[src/rtl/fcce_pkg.sv]
`timescale 1ns / 1ps

package fcce_pkg;

  localparam int CLUSTERS = 4096;
  localparam int ADDR_W   = $clog2(CLUSTERS);
  localparam int CNT_W    = ADDR_W + 1;
  localparam int DATA_W   = 28;
  localparam int CLUS_W   = 12;
  localparam int KIND_W   = 2;
  localparam int CFG_W    = 12;
  localparam int CIDX_W   = 1;

  localparam logic [DATA_W-1:0] MASK12 = 28'h0000FFF;
  localparam logic [DATA_W-1:0] MASK16 = 28'h000FFFF;
  localparam logic [DATA_W-1:0] MASK28 = 28'hFFFFFFF;
  localparam logic [DATA_W-1:0] EOC12  = 28'h0000FF8;
  localparam logic [DATA_W-1:0] EOC16  = 28'h000FFF8;
  localparam logic [DATA_W-1:0] EOC28  = 28'hFFFFFF8;

  localparam logic [KIND_W-1:0] KIND_FAT12 = 2'd0;
  localparam logic [KIND_W-1:0] KIND_FAT16 = 2'd1;
  localparam logic [KIND_W-1:0] KIND_FAT32 = 2'd2;

  localparam logic [1:0] OP_NEXT  = 2'd0;
  localparam logic [1:0] OP_ALLOC = 2'd1;
  localparam logic [1:0] OP_FREE  = 2'd2;
  localparam logic [1:0] OP_WRITE = 2'd3;

  localparam logic [1:0] STAT_OK      = 2'd0;
  localparam logic [1:0] STAT_END     = 2'd1;
  localparam logic [1:0] STAT_FULL    = 2'd2;
  localparam logic [1:0] STAT_RUNAWAY = 2'd3;

  localparam logic [1:0] SRC_ZERO  = 2'd0;
  localparam logic [1:0] SRC_CUR   = 2'd1;
  localparam logic [1:0] SRC_ENTRY = 2'd2;

  localparam logic [CIDX_W-1:0] REG_FAT_KIND      = 1'd0;
  localparam logic [CIDX_W-1:0] REG_CLUSTER_COUNT = 1'd1;

  typedef struct packed {
    logic       capture;
    logic       clear_wr;
    logic       adv_search;
    logic       alloc_mark;
    logic       link_wr;
    logic       free_step;
    logic       write_entry;
    logic       respond;
    logic [1:0] resp_status;
    logic [1:0] resp_src;
  } fcce_cmd_t;

  typedef struct packed {
    logic [1:0] op;
    logic       link;
    logic       entry_free;
    logic       entry_end;
    logic       search_last;
    logic       steps_last;
    logic       clear_last;
  } fcce_stat_t;

  function automatic logic [DATA_W-1:0] width_mask(input logic [KIND_W-1:0] kind);
    logic [DATA_W-1:0] m;
    case (kind)
      KIND_FAT12: m = MASK12;
      KIND_FAT16: m = MASK16;
      default:    m = MASK28;
    endcase
    return m;
  endfunction

  function automatic logic [DATA_W-1:0] end_threshold(input logic [KIND_W-1:0] kind);
    logic [DATA_W-1:0] t;
    case (kind)
      KIND_FAT12: t = EOC12;
      KIND_FAT16: t = EOC16;
      default:    t = EOC28;
    endcase
    return t;
  endfunction

endpackage

[src/rtl/fcce_ctrl.sv]
`timescale 1ns / 1ps

module fcce_ctrl
  import fcce_pkg::*;
(
  input  logic       clk,
  input  logic       rst,
  input  logic       start,
  output logic       busy,
  input  fcce_stat_t stat,
  output fcce_cmd_t  cmd
);

  localparam logic [2:0] ST_CLEAR = 3'd0;
  localparam logic [2:0] ST_IDLE  = 3'd1;
  localparam logic [2:0] ST_READ  = 3'd2;
  localparam logic [2:0] ST_CHECK = 3'd3;
  localparam logic [2:0] ST_LINK  = 3'd4;

  logic [2:0] state;
  logic [2:0] state_next;

  always_ff @(posedge clk) begin
    if (rst) begin
      state <= ST_CLEAR;
    end else begin
      state <= state_next;
    end
  end

  assign busy = (state != ST_IDLE);

  always_comb begin
    cmd        = '0;
    state_next = state;
    case (state)
      ST_CLEAR: begin
        cmd.clear_wr = 1'b1;
        if (stat.clear_last) begin
          state_next = ST_IDLE;
        end
      end
      ST_IDLE: begin
        if (start) begin
          cmd.capture = 1'b1;
          state_next  = ST_READ;
        end
      end
      ST_READ: begin
        if (stat.op == OP_WRITE) begin
          cmd.write_entry = 1'b1;
          cmd.respond     = 1'b1;
          cmd.resp_status = STAT_OK;
          cmd.resp_src    = SRC_ZERO;
          state_next      = ST_IDLE;
        end else begin
          state_next = ST_CHECK;
        end
      end
      ST_CHECK: begin
        case (stat.op)
          OP_NEXT: begin
            cmd.respond     = 1'b1;
            cmd.resp_status = stat.entry_end ? STAT_END : STAT_OK;
            cmd.resp_src    = stat.entry_end ? SRC_ZERO : SRC_ENTRY;
            state_next      = ST_IDLE;
          end
          OP_ALLOC: begin
            if (stat.entry_free) begin
              cmd.alloc_mark = 1'b1;
              if (stat.link) begin
                state_next = ST_LINK;
              end else begin
                cmd.respond     = 1'b1;
                cmd.resp_status = STAT_OK;
                cmd.resp_src    = SRC_CUR;
                state_next      = ST_IDLE;
              end
            end else if (stat.search_last) begin
              cmd.respond     = 1'b1;
              cmd.resp_status = STAT_FULL;
              cmd.resp_src    = SRC_ZERO;
              state_next      = ST_IDLE;
            end else begin
              cmd.adv_search = 1'b1;
              state_next     = ST_READ;
            end
          end
          OP_FREE: begin
            cmd.free_step = 1'b1;
            if (stat.entry_end) begin
              cmd.respond     = 1'b1;
              cmd.resp_status = STAT_OK;
              cmd.resp_src    = SRC_ZERO;
              state_next      = ST_IDLE;
            end else if (stat.steps_last) begin
              cmd.respond     = 1'b1;
              cmd.resp_status = STAT_RUNAWAY;
              cmd.resp_src    = SRC_ZERO;
              state_next      = ST_IDLE;
            end else begin
              state_next = ST_READ;
            end
          end
          default: begin
            state_next = ST_IDLE;
          end
        endcase
      end
      ST_LINK: begin
        cmd.link_wr     = 1'b1;
        cmd.respond     = 1'b1;
        cmd.resp_status = STAT_OK;
        cmd.resp_src    = SRC_CUR;
        state_next      = ST_IDLE;
      end
      default: begin
        state_next = ST_IDLE;
      end
    endcase
  end

endmodule

[config.mk]
export PLATFORM = sky130hd
export DESIGN_NAME = fcce_ctrl
export DESIGN_NICKNAME = d
export VERILOG_FILES = /design/src/rtl/fcce_pkg.sv /design/src/rtl/fcce_ctrl.sv
export SDC_FILE = /design/constraint.sdc
export NUM_CORES = 1
export LEC_CHECK = 0
export BUFFER_PORTS_ARGS = -buffer_cell sky130_fd_sc_hd__buf_2
export CAP_MARGIN = 20
export CORE_AREA = 2 2 39 41
export DETAILED_ROUTE_END_ITERATION = 8
export DIE_AREA = 0 0 41 43
export PLACE_DENSITY_LB_ADDON = 0.2
export RECOVER_POWER = 50
export SLEW_MARGIN = 20
export SYNTH_ARGS = -nofsm -noshare
export SYNTH_HDL_FRONTEND = slang
export SYNTH_SLANG_ARGS = --single-unit
[constraint.sdc]
create_clock -name clk -period 1.5 [get_ports clk]
set_input_delay 0.225 -clock clk [delete_from_list [all_inputs] [get_ports clk]]
set_output_delay 0.225 -clock clk [all_outputs]
set_load 0.01 [all_outputs]
==> impl_metrics.json <==
{
  "status": "finished with violations",
  "violations": "negative setup slack",
  "start_kind": "register",
  "regMostFlops": "state",
  "combPwrFrac_pct": 29.2,
  "peakVddDrop_mv": 0.2958,
  "multi_input_area_sq_um": 334.1,
  "worst_slack_ns": -0.04799,
  "syn_inst": 52,
  "synth-edff-count": 0,
  "power.switching_mw": 0.09924,
  "place_inst": 93,
  "r2r_cells": 4,
  "clockPowerShare_pct": 44.0,
  "seq_power_share_pct": 26.8,
  "core-area_sq_um": 1384,
  "fin_skew_ns": 0.002206,
  "hold_buffers": 0,
  "crit_chain": "and2b_2 -> nand2_4 -> or2_4 -> a21oi_2 -> buf_2",
  "n_antenna_cell": 0,
  "cts_sinks": 3,
  "final_nets": 99,
  "synth_area_sq_um": 381.6,
  "synth_area_leaders": "dfxtp_1 (16%), ha_1 (13%), a21oi_1 (6.6%)",
  "synth-warning-count": 0,
  "worstSetupPathType": "register to output pin",
  "routabilityCongestion": 0.7527,
  "largest_reg_flops": 3,
  "drv_cap": 0,
  "drtIter0Drc": 8,
  "ys_ff_latch": 3,
  "crit_cells": 5,
  "synth_top_area_cell": "dfxtp_1",
  "place_area_sq_um": 534.3,
  "fin_cells": 99,
  "grt_usage_pct": 13.93,
  "cp.required_ns": 1.27,
  "fin_crit_sh_pct": 103.2,
  "cp_top_family": "simple AND/OR/NAND/NOR gates",
  "fin_setup_tns_ns": -0.1193,
  "design_area_sq_um": 603.1,
  "crit-reg2reg-launch": "state[2]$_SDFFE_PP0P_",
  "p_total_mw": 0.3231,
  "max_stage_delay_ns": 0.31,
  "switching_share_pct": 30.72,
  "critPathSlowestCell": "dfxtp_2",
  "syn-num-nets": 67,
  "insertion_delay_ns": 0.23,
  "r2r_slack_ns": 0.27,
  "dieHeight_microns": 43,
  "syn_area_per_cell_sq_um": 7.339,
  "grt_max_degree": 14,
  "rows": 14,
  "drive_above_1_share_pct": 49.40,
  "die_w_microns": 41,
  "totalWireLength_microns": 1131,
  "grt_pass1_vias": 437,
  "max_slew_margin_pct": 78.72,
  "place_hpwl_microns": 874.1,
  "post-route-min-period_ns": 1.548,
  "grt_remaining_overflow": 0,
  "dieArea_sq_um": 1763,
  "preCtsSetupSlack_ns": 0.009806,
  "clkTransAtPathRegs_ns": 0.04,
  "fill_cells": 161,
  "regArea_sq_um": 61.31,
  "ys_types": 27,
  "final_core_util_pct": 43.58,
  "endpoint_kind": "output pin",
  "largest_registers": "state x3",
  "io_buffers": 23,
  "drv_slew": 0,
  "async_reset_ff_share_pct": 0,
  "wl_per_cell_microns": 11.42,
  "synth_top_area_share_pct": 15.74,
  "finalHoldWorstSlack_ns": 0.2084,
  "ys.flop_type": "dfxtp_1",
  "hold_class": "input port to register",
  "hp-start": "start",
  "cts_tree": "built",
  "htreeDepth": 1,
  "vias": 485,
  "tightest_slew_ns": 0.3111,
  "antenna_left": 0,
  "rsz0062_at_grt": "true",
  "ios": 24,
  "root_buffer": "clkbuf_4",
  "avgViaCountPerCell": 4.899,
  "ys_seq_area_share_pct": 15.74,
  "hold_depth": 2,
  "area_delta_synth_final_pct": 58.03,
  "start_util_pct": 27.58,
  "hold_violations": 0,
  "final-setup-viol-count": 3,
  "final_cell_mix": "buf_2 (21), nor2_1 (5), buf_4 (5), nand2_1 (4), ha_1 (4)",
  "grt_pass1_wl_microns": 1656,
  "cp.arrival_ns": 1.32,
  "powerDensity_nw_per_um2": 535.7,
  "holdPathEnd": "state[0]$_SDFFE_PP0P_",
  "fmax_mhz": 646.0,
  "cts_buffer_depth": 2,
  "cp_max_fo": 3,
  "cts_buffers": 3,
  "drcViolationCount": 0,
  "p_int_mw": 0.2238,
  "drt_pass1_iterations": 4,
  "leakage_nw": 0.3154,
  "cp_num_buf_inv": 1,
  "final_common_cell": "buf_2",
  "rr_endpoint": "state[1]$_SDFFE_PP0P_",
  "antenna_found_initial": 0
}
routing by layer:
metal	global-route usage, %	wire [microns]
met3	5.759	94
met5	0	0
met1	15.65	475
met4	8.000	10
met2	20.94	550
worst max path at each step:
stage / from / to / slack [ns]
global placement: stat[7] / cmd[4] / 0.03
global route: state[2]$_SDFFE_PP0P_ / cmd[4] / -0.09
detailed placement: stat[7] / cmd[4] / 0.01
finish: state[2]$_SDFFE_PP0P_ / cmd[3] / -0.05
floorplan: state[2]$_SDFFE_PP0P_ / cmd[2] / 0.17
CTS: state[2]$_SDFFE_PP0P_ / cmd[4] / -0.05
layout make-up:
cell class	instances	area share, %
clock buffers	4	4.357
flip-flops and latches	3	10.17
well taps	16	3.320
multi-input cells	45	55.39
inverters	3	1.867
repair buffers	28	24.90
worst register-to-register path, stage by stage, from the launching register on:
cell	delay, ns
dfxtp_2	0.31
and2b_2	0.23
buf_4	0.13
o2111ai_1	0.10
a2111oi_0	0.35
synth_stat cells, types with 2 or more instances:
| cell | instances |
|---|---|
| inv_1 | 3 |
| ha_1 | 4 |
| nor2b_1 | 2 |
| nand2_1 | 4 |
| and3_1 | 2 |
| dfxtp_1 | 3 |
| nor3b_1 | 2 |
| nand3b_1 | 2 |
| nor3_1 | 3 |
| nor2_1 | 5 |
| o31ai_1 | 2 |
| a21oi_1 | 5 |
power groups by stage:
| stage | Clock, mW | Sequential, mW | Combinational [mW] |
|---|---|---|---|
| 2_1_floorplan | 0 | 0.0884 | 0.0507 |
| 3_3_place_gp | 0 | 0.0871 | 0.0927 |
| 3_5_place_dp | 0 | 0.0871 | 0.0924 |
| 4_1_cts | 0.148 | 0.0870 | 0.0950 |
| 5_1_grt | 0.156 | 0.0872 | 0.104 |
| 6_report | 0.142 | 0.0867 | 0.0943 |
repair_timing:
item / 4_1_cts / 5_1_grt
gates resized for setup: 4 / 6
pin swaps: 0 / 1
buffers inserted: 2 / 0
hold endpoints to repair: 0 / 0
endpoints found under the setup margin: 4 / 8
cells by family (layout without fill, tap and decap cells):
| family | after synthesis | count (layout) | synth area share [%] |
|---|---|---|---|
| buffers and inverters | 4 | 35 | 4.261 |
| flip-flops | 3 | 3 | 15.74 |
| adder cells (fa/ha/maj) | 4 | 4 | 13.12 |
| AO/OA/AOI/OAI | 13 | 13 | 23.60 |
| multiplexers | 1 | 1 | 2.623 |
| AND/OR/NAND/NOR | 27 | 27 | 40.66 |
Note: power is estimated with default switching activity, not from simulation.
